===== config.mk =====
export PLATFORM = sky130hd
export DESIGN_NAME = nfbt_step_unit
export DESIGN_NICKNAME = d
export VERILOG_FILES = /design/src/hdl/assert_macros.svh /design/src/hdl/nfbt_pkg.sv /design/src/hdl/nfbt_step_unit.sv
export SDC_FILE = /design/constraint.sdc
export NUM_CORES = 1
export LEC_CHECK = 0
export BUFFER_PORTS_ARGS = -buffer_cell sky130_fd_sc_hd__buf_2
export CAP_MARGIN = 5
export CORE_MARGIN = 2
export CORE_UTILIZATION = 42
export DETAILED_ROUTE_END_ITERATION = 16
export GPL_TIMING_DRIVEN = 0
export PLACE_DENSITY = 0.86
export SETUP_SLACK_MARGIN = 0.15
export SYNTH_ARGS = -nofsm -noshare
export SYNTH_HDL_FRONTEND = slang
export SYNTH_SLANG_ARGS = --single-unit
export TNS_END_PERCENT = 10

===== constraint.sdc =====
create_clock -name vclk -period 5.75
set_input_delay 0.575 -clock vclk [all_inputs]
set_output_delay 0.575 -clock vclk [all_outputs]
set_load 0.005 [all_outputs]

===== src/hdl/assert_macros.svh =====
// Assertion macros shared by the allocator's checking code
`ifndef ASSERT_MACROS_SVH
`define ASSERT_MACROS_SVH

// same-cycle implication, disabled during reset
`define ASSERT_IMPL(lbl, ante, cons) \
  lbl: assert property (@(posedge clk) disable iff (!rst_n) (ante) |-> (cons)) \
    else $error("allocator assertion failed");

// next-cycle implication, disabled during reset
`define ASSERT_NEXT(lbl, ante, cons) \
  lbl: assert property (@(posedge clk) disable iff (!rst_n) (ante) |=> (cons)) \
    else $error("allocator assertion failed");

`endif


===== src/hdl/nfbt_pkg.sv =====
// Package: arena geometry, header word, sequencer codes and inter-module structs
`timescale 1ns / 1ps
package nfbt_pkg;

  localparam int ARENA_BYTES  = 65536;
  localparam int ALIGN_BYTES  = 16;
  localparam int HEADER_BYTES = 32;
  localparam int GRAN_COUNT   = ARENA_BYTES / ALIGN_BYTES;
  localparam int HDR_G        = (HEADER_BYTES + ALIGN_BYTES - 1) / ALIGN_BYTES;
  localparam int GRAN_W       = $clog2(GRAN_COUNT);
  localparam int ALIGN_SH     = $clog2(ALIGN_BYTES);

  // request codes
  localparam logic [1:0] REQ_REALLOC = 2'd0;
  localparam logic [1:0] REQ_REINIT  = 2'd1;
  localparam logic [1:0] REQ_CLOSE   = 2'd2;

  // one header entry per granule, start mark kept in the same word
  typedef struct packed {
    logic              mark;
    logic              free;
    logic [GRAN_W-1:0] size;
    logic [GRAN_W-1:0] prev;
  } hdr_word_t;

  typedef enum logic [4:0] {
    ST_CLEAR, ST_IDLE, ST_DISPATCH,
    ST_FND_RD, ST_FND_CHK,
    ST_MN_RD, ST_MN_CHK, ST_MP, ST_MP_CHK, ST_MG_WR,
    ST_PB_RD, ST_PB_CHK,
    ST_AL_INIT, ST_AL_RD, ST_AL_CHK, ST_SP_WR, ST_AL_WRG,
    ST_OUT
  } state_t;

  typedef enum logic [1:0] {
    MODE_ALLOC, MODE_REALLOC, MODE_FREE
  } mode_t;

  typedef struct packed {
    logic              we;
    logic [GRAN_W-1:0] waddr;
    hdr_word_t         wdata;
    logic [GRAN_W-1:0] raddr;
  } ram_req_t;

  typedef struct packed {
    logic [GRAN_W-1:0] base;
    logic [GRAN_W:0]   len;
  } step_req_t;

  typedef struct packed {
    logic [GRAN_W+1:0] sum;
    logic              in_range;
  } step_rsp_t;

  typedef struct packed {
    logic clearing;
    logic scanning;
  } status_t;

endpackage


===== src/hdl/nfbt_step_unit.sv =====
// Shared block-step adder: base granule plus header plus payload length
`timescale 1ns / 1ps
module nfbt_step_unit (
  input  nfbt_pkg::step_req_t req,
  output nfbt_pkg::step_rsp_t rsp
);

  localparam int SW = nfbt_pkg::GRAN_W + 2;

  logic [SW-1:0] sum;

  assign sum = SW'(req.base) + SW'(nfbt_pkg::HDR_G) + SW'(req.len);
  assign rsp.sum = sum;
  assign rsp.in_range = (sum < SW'(nfbt_pkg::GRAN_COUNT));

endmodule


# Word level (Yosys, flattened, before mapping)
# Cells that the tools add are included.
# W data, S select, Z words.
# classes
add_sub_neg,2
magnitude_cmp,1
# ops
cell,n
$add A13 B13 Y14,1
$lt A14 B13 Y1 const B,1
$add A12 B2 Y13 const B,1
# totals
register_bits,0
in_bits,25

# Depth between registers and ports, before layout
# depth
ltp_word,3
mapped_depth,10
ltp_nobuf,10

# Worst setup path after synthesis
# Ideal clock, no wire load.
# synth_timing
path_type,input port to output port
start,input port req[1] (netlist bit)
end,output port rsp[12] (netlist bit)
arrival_time_ps,2329
t_required_ps,5175
stages,10
slack_ps,2846
path_buffers,0
path_cell_list,inv_1 -> ha_1 -> inv_1 -> ha_1 -> fa_1 -> a21oi_1 -> o211ai_1 -> a21o_1 -> a41oi_1 -> xnor2_1
# synth_rtl
item,line,source
from (decl),nfbt_step_unit.sv:4,"input nfbt_pkg::step_req_t req,"
to (decl),nfbt_step_unit.sv:5,output nfbt_pkg::step_rsp_t rsp

==> summary.md <==
| Metric | Value |
|---|---|
| DRC errors left | 0 |
| Synth area leader | ha_1 |
| Placed instance count | 162 |
| Antenna-violating nets left | 0 |
| Critical path launch point type | input port |
| Crit Path Max Fanout | 3 |
| Layout Cells excl Fill | between 150 and 200 |
| FMAX | between 300 and 400 MHz |
| Critical path class | input port to primary output |
| # setup viols final | 0 |
| Share of cells above drive strength 1 | about a third |
| Clkbuf count | 0 |
| Vias | 858 |
| Storage cell area | 0 um2 |
| Chip height | 46.5 um |
| Setup crit end kind | primary output |
| P&R area growth vs syn | 30.6% |
| Rel. slew slack | around 72% |
| Sw Share | 50.7% |
| Seq pwr share | 0% |
| Switching power | 67.9 uW |
| Vias in the first global route | roughly 770 |
| Postcts setup bufs | 0 |
| RSZ-0062 raised after global routing | no |
| Status | completed |
| Period utilization | between 50% and 60% |
| Slowest CP cell | fa_1 |
| Min Hold Slack | 1430 ps |
| Distinct cells, synth | 30 |
| # diodes | 0 |
| Hold crit path type | input port to primary output |
| PwrDens | about 140 mW/mm2 |
| Global route overflow | 0 |
| Num ports | 40 |
| Starting Density | between 40% and 50% |
| Internal power | 66.1 uW |
| Number of synthesis warnings | 0 |
| Routed WL per cell | 10.9 um |
| FFs & Latches | 0 |
| Static Leakage | roughly 0.55 nW |
| Gpl congestion | ~0.75 |
| CTS-repair resized insts | 0 |
| Worst slew pin tran | a little over 400 ps |
| Clock network power share | 0% |
| FILL cells | 167 |
| DP HPWL | 1.55 mm |
| Average cell area after synthesis | 7.80 um2 |
| Worst EP required | slightly above 5000 ps |
| Most frequent cells in the layout | buf_2, ha_1, a21oi_1 |
| Mapped Nets | roughly 150 |
| Die X | around 46 um |
| Setup_tns | 0 ps |
| Final Hold Viols | 0 |
| WP data arrival | between 2000 and 3000 ps |
| Rows | 15 |
| Fin nets | approximately 190 |
| All-Layer GR Usage | about 18% |
| Netlist Area Pre-Place | 757 um2 |
| Fin crit period | ~3300 ps |
| Max-slew violation count | 0 |
| Vias per cell | 5.30 |
| # Max-Cap Violations | 0 |
| Largest net degree at the start of global routing | 11 |
| Total detailed-routing wirelength | around 1.8 mm |
| Post-Syn Instances | 97 |
| Post-synthesis sequential area ratio | 0% |
| Max stage delay on crit path | approximately 440 ps |
| Die Area | roughly 0.0022 mm2 |
| # hold bufs at CTS | 0 |
| Cell family with most CP delay | compound AO/OA/AOI/OAI gates |
| Most common cell after layout, fill and taps aside | buf_2 |
| Total power | between 100 and 150 uW |
| I/O Buffers | 40 |
| Synth area leaders | ha_1, xnor2_1, a21oi_1 |
| Initial antenna violation count | 0 |
| Comb pwr share | 100.0% |
| First-pass iteration count of the detailed router | 4 |
| Core Box Area | between 0.0015 and 0.002 mm2 |
| First-pass GRT wire length | between 2 and 3 mm |
| Crit path cell chain | buf_2 -> inv_1 -> ha_1 -> inv_1 -> ha_1 -> fa_1 -> a21oi_1 -> o21ai_0 -> a21oi_1 -> o31ai_1 -> a21o_1 -> buf_2 |
| First DRT Iteration DRCs | 21 |
| Maximum VDD drop | around 80 uV |
| CP Buf/Inv Count | 4 |
| Yosys top cell area share | about two fifths |
[per-stage QoR]
step	setup WS, ps	instance area [um2]	util [%]
floorplan	2850	757	-
global placement	2550	988	57.9
detailed placement	2500	988	57.9
CTS	2490	988	57.9
global route	2330	988	57.9
finish	2490	988	57.9
[synthesized netlist by cell type (all sizes together), types with 2 or more instances]
cell	n
a21oi	10
o21ai	4
nor2	8
o31ai	2
a21o	4
ha	24
inv	7
xor2	2
xnor2	6
nand3	4
nor2b	3
nand2	5
nor3	2
[cells by family (layout without fill, tap and decap cells)]
family	Yosys count	in the layout	synth area share (%)
AOI/OAI and AO/OA	27	27	22.8
xor gates and xnor gates	8	8	9.26
adders and majority gates	25	25	42.3
buffers and inverters	8	48	4.13
muxes	1	1	1.32
and+or+nand+nor	28	28	20.2
[power groups by stage]
| stage | sequential [mW] | clock, mW | combinational, mW |
|---|---|---|---|
| floorplan | 0 | 0 | 0.0874 |
| CTS | 0 | 0 | 0.135 |
| finish | 0 | 0 | 0.134 |
| detailed placement | 0 | 0 | 0.133 |
| global route | 0 | 0 | 0.152 |
| global placement | 0 | 0 | 0.128 |
[worst paths after layout]
check,depth (start not counted),endpoint,slack [ps],start
setup / recovery,12,rsp[14],2490,req[1]
hold / removal,3,rsp[1],1430,req[13]
[metal layers]
layer | track usage, % | wire (um) | part of all wire, % | vias up
met4 | 0 | 0 | 0 | 0
met2 | 35.3 | 921 | 52 | 37
met1 | 22.2 | 719 | 41 | 377
met5 | 0 | 0 | 0 | -
met3 | 0.392 | 120 | 6.8 | 0
li1 | - | - | - | 444
[final cells by class]
cell class / count / area (um2) / area share (%)
buffer: 1 / 5.00 / 0.506
inverter: 7 / 26.3 / 2.66
multi-input combinational: 89 / 726 / 73.4
tap: 25 / 31.3 / 3.16
timing repair buffer: 40 / 200 / 20.3
Power figures use the tool's default switching activity.
