`config.mk`:
```
export PLATFORM = sky130hd
export DESIGN_NAME = nfbt_seq_flat
export DESIGN_NICKNAME = d
export VERILOG_FILES = /design/src/hdl/assert_macros.svh /design/src/hdl/nfbt_pkg.sv /design/src/hdl/nfbt_req_if.sv /design/src/hdl/nfbt_rsp_if.sv /design/src/hdl/nfbt_seq.sv /design/src/flat_wrapper.sv
export SDC_FILE = /design/constraint.sdc
export NUM_CORES = 1
export LEC_CHECK = 0
export ABC_AREA = 1
export ABC_CLOCK_PERIOD_IN_PS = 5100
export BUFFER_PORTS_ARGS = -buffer_cell sky130_fd_sc_hd__buf_2
export CORE_MARGIN = 5
export CORE_UTILIZATION = 40
export CTS_BUF_LIST = sky130_fd_sc_hd__clkbuf_8
export DETAILED_ROUTE_END_ITERATION = 7
export GPL_TIMING_DRIVEN = 0
export PLACE_DENSITY = 0.65
export REMOVE_ABC_BUFFERS = 1
export SYNTH_ARGS = -nofsm -noshare
export SYNTH_HDL_FRONTEND = slang
export SYNTH_SLANG_ARGS = --single-unit
```
`constraint.sdc`:
```
create_clock -name clk -period 5.1 [get_ports clk]
set_clock_uncertainty 0.2 [all_clocks]
set_input_delay 0.765 -clock clk [delete_from_list [all_inputs] [get_ports clk]]
set_output_delay 0.765 -clock clk [all_outputs]
set_load 0.05 [all_outputs]
```
`src/hdl/assert_macros.svh`:
```
// Assertion macros shared by the allocator's checking code
`ifndef ASSERT_MACROS_SVH
`define ASSERT_MACROS_SVH

// same-cycle implication, disabled during reset
`define ASSERT_IMPL(lbl, ante, cons) \
  lbl: assert property (@(posedge clk) disable iff (!rst_n) (ante) |-> (cons)) \
    else $error("allocator assertion failed");

// next-cycle implication, disabled during reset
`define ASSERT_NEXT(lbl, ante, cons) \
  lbl: assert property (@(posedge clk) disable iff (!rst_n) (ante) |=> (cons)) \
    else $error("allocator assertion failed");

`endif

```
`src/hdl/nfbt_pkg.sv`:
```
// Package: arena geometry, header word, sequencer codes and inter-module structs
`timescale 1ns / 1ps
package nfbt_pkg;

  localparam int ARENA_BYTES  = 65536;
  localparam int ALIGN_BYTES  = 16;
  localparam int HEADER_BYTES = 32;
  localparam int GRAN_COUNT   = ARENA_BYTES / ALIGN_BYTES;
  localparam int HDR_G        = (HEADER_BYTES + ALIGN_BYTES - 1) / ALIGN_BYTES;
  localparam int GRAN_W       = $clog2(GRAN_COUNT);
  localparam int ALIGN_SH     = $clog2(ALIGN_BYTES);

  // request codes
  localparam logic [1:0] REQ_REALLOC = 2'd0;
  localparam logic [1:0] REQ_REINIT  = 2'd1;
  localparam logic [1:0] REQ_CLOSE   = 2'd2;

  // one header entry per granule, start mark kept in the same word
  typedef struct packed {
    logic              mark;
    logic              free;
    logic [GRAN_W-1:0] size;
    logic [GRAN_W-1:0] prev;
  } hdr_word_t;

  typedef enum logic [4:0] {
    ST_CLEAR, ST_IDLE, ST_DISPATCH,
    ST_FND_RD, ST_FND_CHK,
    ST_MN_RD, ST_MN_CHK, ST_MP, ST_MP_CHK, ST_MG_WR,
    ST_PB_RD, ST_PB_CHK,
    ST_AL_INIT, ST_AL_RD, ST_AL_CHK, ST_SP_WR, ST_AL_WRG,
    ST_OUT
  } state_t;

  typedef enum logic [1:0] {
    MODE_ALLOC, MODE_REALLOC, MODE_FREE
  } mode_t;

  typedef struct packed {
    logic              we;
    logic [GRAN_W-1:0] waddr;
    hdr_word_t         wdata;
    logic [GRAN_W-1:0] raddr;
  } ram_req_t;

  typedef struct packed {
    logic [GRAN_W-1:0] base;
    logic [GRAN_W:0]   len;
  } step_req_t;

  typedef struct packed {
    logic [GRAN_W+1:0] sum;
    logic              in_range;
  } step_rsp_t;

  typedef struct packed {
    logic clearing;
    logic scanning;
  } status_t;

endpackage

```
`src/hdl/nfbt_req_if.sv`:
```
// Request channel interface
`timescale 1ns / 1ps
interface nfbt_req_if;
  logic        valid;
  logic        ready;
  logic [1:0]  req_type;
  logic        pointer_present;
  logic [15:0] pointer_offset;
  logic [15:0] request_size;

  modport source (output valid, req_type, pointer_present, pointer_offset, request_size,
                  input ready);
  modport sink   (input valid, req_type, pointer_present, pointer_offset, request_size,
                  output ready);
endinterface

```
`src/hdl/nfbt_rsp_if.sv`:
```
// Result channel interface
`timescale 1ns / 1ps
interface nfbt_rsp_if;
  logic        valid;
  logic        ready;
  logic        result_present;
  logic [15:0] result_offset;
  logic        moved;
  logic [15:0] copy_source;
  logic [15:0] copy_length;
  logic [16:0] used_bytes;
  logic [16:0] peak_used;

  modport source (output valid, result_present, result_offset, moved, copy_source,
                  copy_length, used_bytes, peak_used, input ready);
  modport sink   (input valid, result_present, result_offset, moved, copy_source,
                  copy_length, used_bytes, peak_used, output ready);
endinterface

```
`src/hdl/nfbt_seq.sv`:
```
// Sequencer and datapath: decode, free/merge, next-fit scan, split and publish
`timescale 1ns / 1ps
module nfbt_seq (
  input  logic                 clk,
  input  logic                 rst_n,
  nfbt_req_if.sink             req,
  nfbt_rsp_if.source           rsp,
  output nfbt_pkg::ram_req_t   ram_req,
  input  nfbt_pkg::hdr_word_t  rd,
  output nfbt_pkg::step_req_t  step_req,
  input  nfbt_pkg::step_rsp_t  step_rsp,
  output nfbt_pkg::status_t    status
);

  localparam int GW = nfbt_pkg::GRAN_W;
  localparam int SH = nfbt_pkg::ALIGN_SH;

  nfbt_pkg::state_t state_r, state_nxt, pubret_r, pubret_nxt;
  nfbt_pkg::mode_t  mode_r, mode_nxt;

  logic [1:0]    typ_r, typ_nxt;
  logic          hasp_r, hasp_nxt;
  logic [15:0]   ptr_r, ptr_nxt;
  logic [15:0]   size_r, size_nxt;
  logic [GW:0]   need_r, need_nxt;
  logic [GW-1:0] g_r, g_nxt;
  logic [GW-1:0] start_r, start_nxt;
  logic          wrap_r, wrap_nxt;
  logic [GW-1:0] szg_r, szg_nxt;
  logic [GW-1:0] prv_r, prv_nxt;
  logic [GW-1:0] nxt_r, nxt_nxt;
  logic          nxtok_r, nxtok_nxt;
  logic [GW-1:0] p_r, p_nxt;
  logic          markg_r, markg_nxt;
  logic          mrgany_r, mrgany_nxt;
  logic          mrgp_r, mrgp_nxt;
  logic [GW-1:0] pubv_r, pubv_nxt;
  logic [GW-1:0] puba_r, puba_nxt;
  logic [15:0]   oldb_r, oldb_nxt;
  logic [15:0]   rover_r, rover_nxt;
  logic [16:0]   used_r, used_nxt;
  logic [16:0]   peak_r, peak_nxt;
  logic          open_r, open_nxt;
  logic [GW-1:0] clr_r, clr_nxt;
  logic          reinit_r, reinit_nxt;
  logic          rp_r, rp_nxt;
  logic [15:0]   ro_r, ro_nxt;
  logic          mv_r, mv_nxt;
  logic [15:0]   cs_r, cs_nxt;
  logic [15:0]   cl_r, cl_nxt;

  // decode of the given pointer
  logic          ptr_ok;
  logic [GW-1:0] gp;
  assign ptr_ok = (ptr_r >= 16'(nfbt_pkg::HDR_G * nfbt_pkg::ALIGN_BYTES)) &&
                  (ptr_r[SH-1:0] == '0);
  assign gp = GW'(ptr_r >> SH) - GW'(nfbt_pkg::HDR_G);

  // header tests on the word just read
  logic          hit_used, hit_free, fits, rest_ok, miss_fail, prev_ok;
  logic [GW-1:0] rest, p_comb;
  logic [16:0]   blk_bytes;
  assign hit_used  = rd.mark && !rd.free;
  assign hit_free  = rd.mark && rd.free;
  assign fits      = ({1'b0, rd.size} >= need_r);
  assign rest      = rd.size - need_r[GW-1:0];
  assign rest_ok   = (rest >= GW'(nfbt_pkg::HDR_G + 1));
  assign miss_fail = wrap_r || (start_r == '0);
  assign prev_ok   = (g_r != '0) && (prv_r != '0) &&
                     ({1'b0, g_r} >= ({1'b0, prv_r} + (GW+1)'(nfbt_pkg::HDR_G)));
  assign p_comb    = g_r - prv_r - GW'(nfbt_pkg::HDR_G);
  assign blk_bytes = 17'(rd.size) << SH;

  // next state
  always_comb begin
    state_nxt = state_r;
    case (state_r)
      nfbt_pkg::ST_CLEAR: begin
        if (clr_r == GW'(nfbt_pkg::GRAN_COUNT - 1)) begin
          state_nxt = reinit_r ? nfbt_pkg::ST_OUT : nfbt_pkg::ST_IDLE;
        end
      end
      nfbt_pkg::ST_IDLE: begin
        if (req.valid) state_nxt = nfbt_pkg::ST_DISPATCH;
      end
      nfbt_pkg::ST_DISPATCH: begin
        state_nxt = nfbt_pkg::ST_OUT;
        case (typ_r)
          nfbt_pkg::REQ_REINIT: state_nxt = nfbt_pkg::ST_CLEAR;
          nfbt_pkg::REQ_REALLOC: begin
            if (open_r) begin
              if (size_r == '0) begin
                if (hasp_r && ptr_ok) state_nxt = nfbt_pkg::ST_FND_RD;
              end else if (!hasp_r) begin
                state_nxt = nfbt_pkg::ST_AL_INIT;
              end else if (ptr_ok) begin
                state_nxt = nfbt_pkg::ST_FND_RD;
              end
            end
          end
          default: state_nxt = nfbt_pkg::ST_OUT;
        endcase
      end
      nfbt_pkg::ST_FND_RD: state_nxt = nfbt_pkg::ST_FND_CHK;
      nfbt_pkg::ST_FND_CHK: begin
        if (!hit_used) begin
          state_nxt = nfbt_pkg::ST_OUT;
        end else if (mode_r == nfbt_pkg::MODE_FREE) begin
          state_nxt = step_rsp.in_range ? nfbt_pkg::ST_MN_RD : nfbt_pkg::ST_MP;
        end else begin
          state_nxt = fits ? nfbt_pkg::ST_OUT : nfbt_pkg::ST_AL_INIT;
        end
      end
      nfbt_pkg::ST_MN_RD:  state_nxt = nfbt_pkg::ST_MN_CHK;
      nfbt_pkg::ST_MN_CHK: state_nxt = nfbt_pkg::ST_MP;
      nfbt_pkg::ST_MP: begin
        state_nxt = prev_ok ? nfbt_pkg::ST_MP_CHK : nfbt_pkg::ST_MG_WR;
      end
      nfbt_pkg::ST_MP_CHK: state_nxt = nfbt_pkg::ST_MG_WR;
      nfbt_pkg::ST_MG_WR: begin
        state_nxt = (mrgany_r && step_rsp.in_range) ? nfbt_pkg::ST_PB_RD : nfbt_pkg::ST_OUT;
      end
      nfbt_pkg::ST_PB_RD:   state_nxt = nfbt_pkg::ST_PB_CHK;
      nfbt_pkg::ST_PB_CHK:  state_nxt = pubret_r;
      nfbt_pkg::ST_AL_INIT: state_nxt = nfbt_pkg::ST_AL_RD;
      nfbt_pkg::ST_AL_RD:   state_nxt = nfbt_pkg::ST_AL_CHK;
      nfbt_pkg::ST_AL_CHK: begin
        if (!rd.mark || (!(hit_free && fits) && !step_rsp.in_range)) begin
          state_nxt = miss_fail ? nfbt_pkg::ST_OUT : nfbt_pkg::ST_AL_RD;
        end else if (hit_free && fits) begin
          state_nxt = rest_ok ? nfbt_pkg::ST_SP_WR : nfbt_pkg::ST_AL_WRG;
        end else if (wrap_r && (step_rsp.sum[GW-1:0] > start_r)) begin
          state_nxt = nfbt_pkg::ST_OUT;
        end else begin
          state_nxt = nfbt_pkg::ST_AL_RD;
        end
      end
      nfbt_pkg::ST_SP_WR: begin
        state_nxt = (step_rsp.in_range && nxtok_r) ? nfbt_pkg::ST_PB_RD
                                                    : nfbt_pkg::ST_AL_WRG;
      end
      nfbt_pkg::ST_AL_WRG: begin
        state_nxt = (mode_r == nfbt_pkg::MODE_REALLOC) ? nfbt_pkg::ST_FND_RD
                                                       : nfbt_pkg::ST_OUT;
      end
      nfbt_pkg::ST_OUT: begin
        if (rsp.ready) state_nxt = nfbt_pkg::ST_IDLE;
      end
      default: state_nxt = nfbt_pkg::ST_IDLE;
    endcase
  end

  // memory and step-unit controls
  always_comb begin
    ram_req.we    = 1'b0;
    ram_req.waddr = g_r;
    ram_req.wdata = '0;
    ram_req.raddr = g_r;
    step_req.base = g_r;
    step_req.len  = {1'b0, szg_r};
    case (state_r)
      nfbt_pkg::ST_CLEAR: begin
        ram_req.we    = 1'b1;
        ram_req.waddr = clr_r;
        if (clr_r == '0) begin
          ram_req.wdata = '{mark: 1'b1, free: 1'b1,
                            size: GW'(nfbt_pkg::GRAN_COUNT - nfbt_pkg::HDR_G),
                            prev: '0};
        end
      end
      nfbt_pkg::ST_FND_RD:  ram_req.raddr = gp;
      nfbt_pkg::ST_FND_CHK: step_req.len = {1'b0, rd.size};
      nfbt_pkg::ST_MN_RD:   ram_req.raddr = nxt_r;
      nfbt_pkg::ST_MN_CHK: begin
        // absorbed successor loses its start mark
        if (hit_free) begin
          ram_req.we    = 1'b1;
          ram_req.waddr = nxt_r;
          ram_req.wdata = '{mark: 1'b0, free: rd.free, size: rd.size, prev: rd.prev};
        end
      end
      nfbt_pkg::ST_MP: ram_req.raddr = p_comb;
      nfbt_pkg::ST_MP_CHK: begin
        if (hit_free) begin
          ram_req.we    = 1'b1;
          ram_req.waddr = p_r;
          ram_req.wdata = '{mark: 1'b1, free: 1'b1,
                            size: rd.size + GW'(nfbt_pkg::HDR_G) + szg_r,
                            prev: rd.prev};
        end
      end
      nfbt_pkg::ST_MG_WR: begin
        ram_req.we    = 1'b1;
        ram_req.wdata = '{mark: markg_r, free: 1'b1, size: szg_r, prev: prv_r};
      end
      nfbt_pkg::ST_PB_RD: ram_req.raddr = puba_r;
      nfbt_pkg::ST_PB_CHK: begin
        if (rd.mark) begin
          ram_req.we    = 1'b1;
          ram_req.waddr = puba_r;
          ram_req.wdata = '{mark: 1'b1, free: rd.free, size: rd.size, prev: pubv_r};
        end
      end
      nfbt_pkg::ST_AL_CHK: step_req.len = {1'b0, rd.size};
      nfbt_pkg::ST_SP_WR: begin
        // tail of the chosen block becomes a free block
        step_req.len = need_r;
        if (step_rsp.in_range) begin
          ram_req.we    = 1'b1;
          ram_req.waddr = step_rsp.sum[GW-1:0];
          ram_req.wdata = '{mark: 1'b1, free: 1'b1,
                            size: szg_r - need_r[GW-1:0] - GW'(nfbt_pkg::HDR_G),
                            prev: need_r[GW-1:0]};
        end
      end
      nfbt_pkg::ST_AL_WRG: begin
        ram_req.we    = 1'b1;
        ram_req.wdata = '{mark: 1'b1, free: 1'b0, size: szg_r, prev: prv_r};
      end
      default: ;
    endcase
  end

  // datapath register updates
  always_comb begin
    logic [16:0] used_add;
    logic [GW-1:0] msz;
    typ_nxt = typ_r;   hasp_nxt = hasp_r; ptr_nxt = ptr_r;   size_nxt = size_r;
    need_nxt = need_r; mode_nxt = mode_r; g_nxt = g_r;       start_nxt = start_r;
    wrap_nxt = wrap_r; szg_nxt = szg_r;   prv_nxt = prv_r;   nxt_nxt = nxt_r;
    nxtok_nxt = nxtok_r; p_nxt = p_r;     markg_nxt = markg_r;
    mrgany_nxt = mrgany_r; mrgp_nxt = mrgp_r; pubv_nxt = pubv_r; puba_nxt = puba_r;
    pubret_nxt = pubret_r; oldb_nxt = oldb_r; rover_nxt = rover_r;
    used_nxt = used_r; peak_nxt = peak_r; open_nxt = open_r;
    clr_nxt = clr_r;   reinit_nxt = reinit_r;
    rp_nxt = rp_r; ro_nxt = ro_r; mv_nxt = mv_r; cs_nxt = cs_r; cl_nxt = cl_r;
    used_add = used_r + (17'(szg_r) << SH);
    msz = szg_r + GW'(nfbt_pkg::HDR_G) + rd.size;
    case (state_r)
      nfbt_pkg::ST_CLEAR: begin
        clr_nxt = clr_r + 1'b1;
        if (clr_r == GW'(nfbt_pkg::GRAN_COUNT - 1)) reinit_nxt = 1'b0;
      end
      nfbt_pkg::ST_IDLE: begin
        if (req.valid) begin
          typ_nxt  = req.req_type;
          hasp_nxt = req.pointer_present;
          ptr_nxt  = req.pointer_offset;
          size_nxt = req.request_size;
          need_nxt = (GW+1)'((17'(req.request_size) + 17'(nfbt_pkg::ALIGN_BYTES - 1)) >> SH);
        end
      end
      nfbt_pkg::ST_DISPATCH: begin
        rp_nxt = 1'b0; ro_nxt = '0; mv_nxt = 1'b0; cs_nxt = '0; cl_nxt = '0;
        case (typ_r)
          nfbt_pkg::REQ_REINIT: begin
            used_nxt = '0; peak_nxt = '0; rover_nxt = '0; open_nxt = 1'b1;
            reinit_nxt = 1'b1; clr_nxt = '0;
          end
          nfbt_pkg::REQ_CLOSE: begin
            open_nxt = 1'b0; used_nxt = '0; rover_nxt = '0;
          end
          nfbt_pkg::REQ_REALLOC: begin
            if (size_r == '0)  mode_nxt = nfbt_pkg::MODE_FREE;
            else if (!hasp_r)  mode_nxt = nfbt_pkg::MODE_ALLOC;
            else               mode_nxt = nfbt_pkg::MODE_REALLOC;
          end
          default: ;
        endcase
      end
      nfbt_pkg::ST_FND_RD: g_nxt = gp;
      nfbt_pkg::ST_FND_CHK: begin
        szg_nxt = rd.size; prv_nxt = rd.prev; markg_nxt = 1'b1;
        mrgany_nxt = 1'b0; mrgp_nxt = 1'b0;
        nxt_nxt = step_rsp.sum[GW-1:0];
        if (hit_used) begin
          if (mode_r == nfbt_pkg::MODE_FREE) begin
            used_nxt = (used_r < blk_bytes) ? '0 : used_r - blk_bytes;
          end else if (fits) begin
            rp_nxt = 1'b1; ro_nxt = ptr_r;
          end else begin
            oldb_nxt = 16'(blk_bytes);
          end
        end
      end
      nfbt_pkg::ST_MN_CHK: begin
        if (hit_free) begin
          szg_nxt = msz; pubv_nxt = msz; mrgany_nxt = 1'b1;
        end
      end
      nfbt_pkg::ST_MP: p_nxt = p_comb;
      nfbt_pkg::ST_MP_CHK: begin
        if (hit_free) begin
          markg_nxt = 1'b0; mrgp_nxt = 1'b1; mrgany_nxt = 1'b1; pubv_nxt = msz;
        end
      end
      nfbt_pkg::ST_MG_WR: begin
        rover_nxt  = 16'(mrgp_r ? p_r : g_r) << SH;
        puba_nxt   = step_rsp.sum[GW-1:0];
        pubret_nxt = nfbt_pkg::ST_OUT;
      end
      nfbt_pkg::ST_AL_INIT: begin
        start_nxt = GW'(rover_r >> SH);
        g_nxt     = GW'(rover_r >> SH);
        wrap_nxt  = 1'b0;
      end
      nfbt_pkg::ST_AL_CHK: begin
        nxt_nxt   = step_rsp.sum[GW-1:0];
        nxtok_nxt = step_rsp.in_range;
        if (!rd.mark || (!(hit_free && fits) && !step_rsp.in_range)) begin
          if (!miss_fail) begin
            wrap_nxt = 1'b1; g_nxt = '0;
          end
        end else if (hit_free && fits) begin
          szg_nxt = rd.size; prv_nxt = rd.prev;
        end else begin
          g_nxt = step_rsp.sum[GW-1:0];
        end
      end
      nfbt_pkg::ST_SP_WR: begin
        if (step_rsp.in_range) begin
          szg_nxt    = need_r[GW-1:0];
          pubv_nxt   = szg_r - need_r[GW-1:0] - GW'(nfbt_pkg::HDR_G);
          puba_nxt   = nxt_r;
          pubret_nxt = nfbt_pkg::ST_AL_WRG;
        end
      end
      nfbt_pkg::ST_AL_WRG: begin
        used_nxt  = used_add;
        if (used_add > peak_r) peak_nxt = used_add;
        rover_nxt = step_rsp.in_range ? (16'(step_rsp.sum[GW-1:0]) << SH) : '0;
        rp_nxt    = 1'b1;
        ro_nxt    = 16'(g_r + GW'(nfbt_pkg::HDR_G)) << SH;
        if (mode_r == nfbt_pkg::MODE_REALLOC) begin
          mv_nxt   = 1'b1;
          cs_nxt   = ptr_r;
          cl_nxt   = (oldb_r < size_r) ? oldb_r : size_r;
          mode_nxt = nfbt_pkg::MODE_FREE;
        end
      end
      default: ;
    endcase
  end

  // control registers
  always_ff @(posedge clk) begin
    if (!rst_n) begin
      state_r  <= nfbt_pkg::ST_CLEAR;
      clr_r    <= '0;
      reinit_r <= 1'b0;
      rover_r  <= '0;
      used_r   <= '0;
      peak_r   <= '0;
      open_r   <= 1'b1;
    end else begin
      state_r  <= state_nxt;
      clr_r    <= clr_nxt;
      reinit_r <= reinit_nxt;
      rover_r  <= rover_nxt;
      used_r   <= used_nxt;
      peak_r   <= peak_nxt;
      open_r   <= open_nxt;
    end
  end

  // payload and working registers
  always_ff @(posedge clk) begin
    typ_r <= typ_nxt;   hasp_r <= hasp_nxt; ptr_r <= ptr_nxt;   size_r <= size_nxt;
    need_r <= need_nxt; mode_r <= mode_nxt; g_r <= g_nxt;       start_r <= start_nxt;
    wrap_r <= wrap_nxt; szg_r <= szg_nxt;   prv_r <= prv_nxt;   nxt_r <= nxt_nxt;
    nxtok_r <= nxtok_nxt; p_r <= p_nxt;     markg_r <= markg_nxt;
    mrgany_r <= mrgany_nxt; mrgp_r <= mrgp_nxt; pubv_r <= pubv_nxt; puba_r <= puba_nxt;
    pubret_r <= pubret_nxt; oldb_r <= oldb_nxt;
    rp_r <= rp_nxt; ro_r <= ro_nxt; mv_r <= mv_nxt; cs_r <= cs_nxt; cl_r <= cl_nxt;
  end

  // channel outputs
  assign req.ready          = (state_r == nfbt_pkg::ST_IDLE);
  assign rsp.valid          = (state_r == nfbt_pkg::ST_OUT);
  assign rsp.result_present = rp_r;
  assign rsp.result_offset  = ro_r;
  assign rsp.moved          = mv_r;
  assign rsp.copy_source    = cs_r;
  assign rsp.copy_length    = cl_r;
  assign rsp.used_bytes     = used_r;
  assign rsp.peak_used      = peak_r;

  assign status.clearing = (state_r == nfbt_pkg::ST_CLEAR);
  assign status.scanning = (state_r == nfbt_pkg::ST_AL_RD) || (state_r == nfbt_pkg::ST_AL_CHK);

endmodule
```
`src/flat_wrapper.sv`:
```
// flat-port wrapper written by rule: the top's interface ports become plain ports
module nfbt_seq_flat 
  (clk, rst_n, ram_req, rd, step_req, step_rsp, status, req_valid, req_req_type, req_pointer_present, req_pointer_offset, req_request_size, req_ready, rsp_valid, rsp_result_present, rsp_result_offset, rsp_moved, rsp_copy_source, rsp_copy_length, rsp_used_bytes, rsp_peak_used, rsp_ready);
  nfbt_req_if req_i ();
  nfbt_rsp_if rsp_i ();
  input  logic clk;
  input  logic rst_n;
  output nfbt_pkg::ram_req_t ram_req;
  input  nfbt_pkg::hdr_word_t rd;
  output nfbt_pkg::step_req_t step_req;
  input  nfbt_pkg::step_rsp_t step_rsp;
  output nfbt_pkg::status_t status;
  input wire logic [$bits(req_i.valid)-1:0] req_valid;
  input wire logic [$bits(req_i.req_type)-1:0] req_req_type;
  input wire logic [$bits(req_i.pointer_present)-1:0] req_pointer_present;
  input wire logic [$bits(req_i.pointer_offset)-1:0] req_pointer_offset;
  input wire logic [$bits(req_i.request_size)-1:0] req_request_size;
  output wire logic [$bits(req_i.ready)-1:0] req_ready;
  output wire logic [$bits(rsp_i.valid)-1:0] rsp_valid;
  output wire logic [$bits(rsp_i.result_present)-1:0] rsp_result_present;
  output wire logic [$bits(rsp_i.result_offset)-1:0] rsp_result_offset;
  output wire logic [$bits(rsp_i.moved)-1:0] rsp_moved;
  output wire logic [$bits(rsp_i.copy_source)-1:0] rsp_copy_source;
  output wire logic [$bits(rsp_i.copy_length)-1:0] rsp_copy_length;
  output wire logic [$bits(rsp_i.used_bytes)-1:0] rsp_used_bytes;
  output wire logic [$bits(rsp_i.peak_used)-1:0] rsp_peak_used;
  input wire logic [$bits(rsp_i.ready)-1:0] rsp_ready;
  assign req_i.valid = req_valid;
  assign req_i.req_type = req_req_type;
  assign req_i.pointer_present = req_pointer_present;
  assign req_i.pointer_offset = req_pointer_offset;
  assign req_i.request_size = req_request_size;
  assign req_ready = req_i.ready;
  assign rsp_valid = rsp_i.valid;
  assign rsp_result_present = rsp_i.result_present;
  assign rsp_result_offset = rsp_i.result_offset;
  assign rsp_moved = rsp_i.moved;
  assign rsp_copy_source = rsp_i.copy_source;
  assign rsp_copy_length = rsp_i.copy_length;
  assign rsp_used_bytes = rsp_i.used_bytes;
  assign rsp_peak_used = rsp_i.peak_used;
  assign rsp_i.ready = rsp_ready;
  nfbt_seq u_core (.clk(clk), .rst_n(rst_n), .req(req_i), .rsp(rsp_i), .ram_req(ram_req), .rd(rd), .step_req(step_req), .step_rsp(step_rsp), .status(status));
endmodule
```
== Yosys cells after proc, flatten, opt, wreduce, memory -nomap -nowiden ==
Index checks and enable logic that the tools add are counted.

* Bits in registers: 287
* Bits of input ports: 80
* Output and inout port bits: 164
* Logic and storage cells: 264

* Add/subtract/negate cells: 16
* Magnitude comparators: 8
* Equal/unequal tests: 44
* Muxes and demuxes: 98
* Bitwise gates (word level): 2
* Reduce and logical (&&, ||, !) cells: 63

{| class="wikitable"
|+ Operators by type and width
! cell !! number
|-
| case mux 26 bit (7 select lines) || 1
|-
| 2-to-1 mux 12 bit || 13
|-
| 2-to-1 mux 39 bit || 4
|-
| 2-to-1 mux 16 bit || 8
|-
| 2-to-1 mux 5 bit || 21
|-
| 2-to-1 mux 17 bit || 6
|-
| case mux 12 bit (2 select lines) || 4
|-
| case mux 12 bit (4 select lines) || 2
|-
| case mux 16 bit (3 select lines) || 2
|-
| case mux 5 bit (18 select lines) || 1
|-
| case mux 16 bit (2 select lines) || 2
|-
| case mux 12 bit (5 select lines) || 1
|-
| case mux 17 bit (3 select lines) || 1
|-
| == test 5 x 4 -> 1 bit, second input constant || 8
|-
| adder 12 x 2 -> 12 bit, second input constant || 3
|-
| case mux 12 bit (3 select lines) || 1
|-
| subtractor 12 bit || 3
|-
| subtractor 12 x 2 -> 12 bit, second input constant || 3
|-
| case mux 17 bit (2 select lines) || 1
|-
| >= comparator 12 x 13 -> 1 bit || 2
|-
| 2-to-1 mux 26 bit || 1
|-
| inequality test 2 x 1 -> 1 bit, second input constant || 13
|-
| case mux 13 bit (2 select lines) || 1
|-
| adder 12 bit || 2
|-
| 46 further kinds || 127
|}

== Depth between registers and ports, before layout ==
* Word-level depth: 8
* Gate-level depth with buffers: 24
* Depth with buffers taken out: 23

== Worst setup path after synthesis ==
Ideal clock, no wire load.

* Kind: register to output
* From: reg u_core.g_r[1]
* To: out ram_req[11] (netlist bit)
* Arrival time: 3.260 ns
* Required time: 4.135 ns
* Slack: 0.875 ns
* Cell stages (with the launch flop): 13
* Buffers on the path: 0
* Cell sequence: edfxtp_1 inv_1 ha_1 inv_1 ha_1 inv_1 fa_1 inv_1 nand3_1 o2111ai_1 xnor2_1 nand2_1 a32oi_1

{| class="wikitable"
|+ RTL lines
! item !! line !! text
|-
| start, declared || nfbt_seq.sv:26 || <nowiki>logic [GW-1:0] g_r, g_nxt;</nowiki>
|-
| start signal, assigned || nfbt_seq.sv:369 || <nowiki>need_r <= need_nxt; mode_r <= mode_nxt; g_r <= g_nxt; start_r <= start_nxt;</nowiki>
|-
| end, declared || flat_wrapper.sv:8 || <nowiki>output nfbt_pkg::ram_req_t ram_req;</nowiki>
|}

==> impl_metrics.py <==
metrics = {
    "run_status": {
        "status": "finished clean",
    },
    "clocking": {
        "h-tree-depth": 2,
        "clockRootBuffer": "clkbuf_8",
        "cts_tree": "built",
        "clkLatencyLatePin_ns": 0.65,
        "clk_pin_slew_ns": 0.07,
        "cts-buffers-inserted": 50,
        "cts_sinks": 271,
        "cts_buffer_depth": 3,
    },
    "power_and_ir_drop": {
        "pwr_density_cell_mw_per_mm2": 230.5,
        "peakVddDrop_uv": 192.8,
        "seqPwrFrac_pct": 47.6,
        "leakage_nw": 9.726,
        "clkPwrFrac_pct": 43.9,
        "intPower_mw": 3.672,
        "p_switching_mw": 1.315,
        "swShare_pct": 26.36,
        "power_frac_comb_pct": 8.5,
    },
    "floorplan": {
        "io-pin-count": 244,
        "die_h_um": 226.6,
        "core_mm2": 0.04646,
        "die_x_um": 226.6,
        "die_area_mm2": 0.05134,
        "initial_core_util_pct": 40.39,
        "row_count": 79,
    },
    "placed_design": {
        "gp_congestion": 1.003,
        "dpl.hpwl_um": 53310,
        "placed_cell_area_mm2": 0.02056,
        "io_buffer_count": 233,
    },
    "grt": {
        "grt_pass1_vias": 17350,
        "grt_pass1_wl_um": 101000,
        "track_usage_pct": 25.70,
        "grt_overflow": 0,
        "grt_start_max_net_pins": 36,
        "antenna_found_initial": 2,
    },
    "setup_path": {
        "endpoint_kind": "primary output",
        "cp-start-kind": "flip-flop",
        "cp.required_ns": 4.14,
        "crit-reg2reg-launch": "u_core.szg_r[0]$_DFFE_PP_",
        "critPathLaunch": "u_core.g_r[5]$_DFFE_PP_",
        "critPathKind": "flip-flop to primary output",
        "crit_slowest_cell": "edfxtp_1",
        "arrival_ns": 4.00,
        "path_max_fanout": 9,
        "critPathMaxStageDelay_ns": 0.73,
        "crit_chain": "inv_1, ha_1, inv_1, ha_1, a21oi_1, o21ai_0, a21oi_1, nor2_1, nor2_1, xor2_1, nand2_1, nand4_1, buf_2",
    },
    "timing": {
        "timing.hold.ws_ns": 0.1110,
        "hold_violations": 0,
        "min_period_over_period_pct": 97.28,
        "tightest_slew_ns": 1.221,
        "rsz0062_at_grt": "false",
        "clock.fmax_mhz": 201.6,
        "slew_viol_final": 0,
        "post-route-min-period_ns": 4.961,
        "setup_violations": 0,
        "max-slew-margin-rel_pct": 18.28,
    },
    "drt": {
        "dr.pass1.iters": 6,
        "wl_um": 68800,
        "drt_iter0_drc": 2173,
        "vias_per_cell": 5.696,
        "vias": 18130,
        "wl_per_cell_um": 21.61,
        "antenna_left": 0,
        "drc": 0,
    },
    "yosys": {
        "ys_top_cells_by_count": "nand2_1, inv_1, edfxtp_1",
        "synth_top_area_cell": "edfxtp_1",
        "synth.area.top_cells": "edfxtp_1, ha_1, nand2_1",
        "seq_area_frac_synth_pct": 40.33,
        "synth.avg_cell_area_um2": 8.148,
        "synth_flop_cell": "edfxtp_1",
        "synthCells": 2303,
        "syn_area_mm2": 0.01876,
        "ys_ff_latch": 271,
        "async_reset_ff_share_pct": 0,
        "synth_edf_count": 214,
        "synth_cell_types": 63,
        "yosys_warnings": 0,
        "yosysMostFrequentCell": "nand2_1",
        "yosysTopAreaCellShare_pct": 34.25,
    },
    "layout": {
        "seq_area_mm2": 0.007569,
        "drive_above_1_share_pct": 14.99,
        "layout.nets": 2775,
        "fin_area_mm2": 0.02164,
        "area_delta_synth_final_pct": 15.32,
        "n_fill_cell": 4587,
        "multi_input_area_mm2": 0.009568,
    },
    "run": {
        "maxCapViolCount": 0,
    },
    "hold_path": {
        "min-delay-start": "req_pointer_offset[4]",
        "hold_class": "input port to flip-flop",
    },
}
-- worst max-delay path: cells and delay by family, from the launching register on --
kind / cells / cell delay (ns)
AOI/OAI and AO/OA: 3 / 0.53
xor gates and xnor gates: 1 / 0.36
adders and majority gates: 2 / 0.72
buffers and inverters: 3 / 0.64
DFF: 1 / 0.73
and+or+nand+nor: 4 / 0.38
-- power groups by stage --
stage	Clock (mW)	Sequential [mW]	Combinational [mW]
after floorplan	0	2.42	0.255
after global placement	0	2.42	0.410
after detailed placement	0	2.42	0.415
after CTS	2.23	2.37	0.417
after global routing	2.32	2.37	0.455
final	2.19	2.37	0.422
-- metal layers --
layer | vias up | wire [um] | part of all wire (%) | global-route usage (%)
met5 | - | 0 | 0 | 0
met2 | 939 | 32410 | 47 | 43.18
met1 | 8605 | 26870 | 39 | 32.04
met3 | 184 | 6159 | 9.0 | 5.049
met4 | 0 | 3357 | 4.9 | 11.76
li1 | 8403 | - | - | -
-- layout by cell type, fill, tap and decap left out, types with 23 or more instances in the layout --
cell type    n
buf_2      232
a21oi_1    141
xor2_1      55
nor3_1      23
edfxtp_1   214
nand3_1    108
o2111ai_1   24
o221ai_1    31
inv_1      356
o21ai_0    156
clkbuf_8    54
a221oi_1    23
nand2_1    434
nand4_1     28
ha_1       155
o22ai_1     33
nor2_1     199
dfxtp_1     56
-- state kept, by name (all words and copies together) (netlist names), 5 cells and up --
signal	count
u_core.ptr_r	16
u_core.rsp.copy_length	16
u_core.rsp.copy_source	16
u_core.rsp.result_offset	16
u_core.size_r	16
u_core.need_r	13
u_core.rsp.peak_used	13
u_core.rsp.used_bytes	13
u_core.clr_r	12
u_core.g_r	12
u_core.nxt_r	12
u_core.oldb_r	12
u_core.p_r	12
u_core.prv_r	12
u_core.puba_r	12
u_core.pubv_r	12
u_core.rover_r	12
u_core.start_r	12
u_core.szg_r	12
u_core.state_r	5
-- through the flow --
| stage | util (%) | TNS, ns | std cells | power (mW) | worst slack (ns) |
|---|---|---|---|---|---|
| after floorplan | - | 0 | 2236 | 2.676 | 0.3408 |
| after global placement | 43.81 | -86.63 | 3076 | 2.830 | -2.221 |
| after detailed placement | 44.25 | 0 | 3085 | 2.835 | 0.1344 |
| after CTS | 46.48 | 0 | 3179 | 5.021 | 0.04316 |
| after global routing | 46.58 | 0 | 3183 | 5.152 | 0.01974 |
| final | 46.58 | 0 | 3183 | 4.987 | 0.1386 |
-- path summary, 6_finish.rpt --
path | end | slack (ns) | cells past startpoint
worst max-delay path | ram_req[8] | 0.14 | 13
worst max register to register | u_core.rsp.peak_used[16]$_SDFFE_PN0P_ | 0.79 | 22
worst min-delay path | u_core.ptr_r[4]$_DFFE_PP_ | 0.11 | 1
worst min register to register | u_core.clr_r[11]$_SDFFE_PN0P_ | 0.26 | 1
-- cell type report --
| class | instances | share of cell area (%) |
|---|---|---|
| diodes | 1 | 0.01156 |
| clock buffers | 54 | 3.435 |
| clock inverters | 39 | 1.284 |
| inverters | 361 | 6.297 |
| multi-input cells | 1604 | 44.22 |
| flip-flops and latches | 271 | 34.98 |
| well taps | 607 | 3.510 |
| repair buffers | 246 | 6.273 |
-- repair_timing --
item,4_1_cts,5_1_grt
gates resized for setup,4,6
hold buffers,0,0
endpoints found under the setup margin,26,13
buffers inserted,1,3
-- kinds of logic (layout without fill, tap and decap cells) --
| logic type | after synthesis | count (layout) | share of synthesized area, % |
|---|---|---|---|
| xor gates and xnor gates | 68 | 68 | 3.174 |
| adders and majority gates | 161 | 161 | 10.98 |
| and+or+nand+nor | 869 | 869 | 20.24 |
| buffers and inverters | 435 | 700 | 9.208 |
| other | 1 | 9 | 0.01998 |
| muxes | 2 | 2 | 0.1067 |
| DFF | 271 | 271 | 40.33 |
| AOI/OAI and AO/OA | 496 | 496 | 15.94 |
Note: power is estimated with default switching activity, not from simulation.
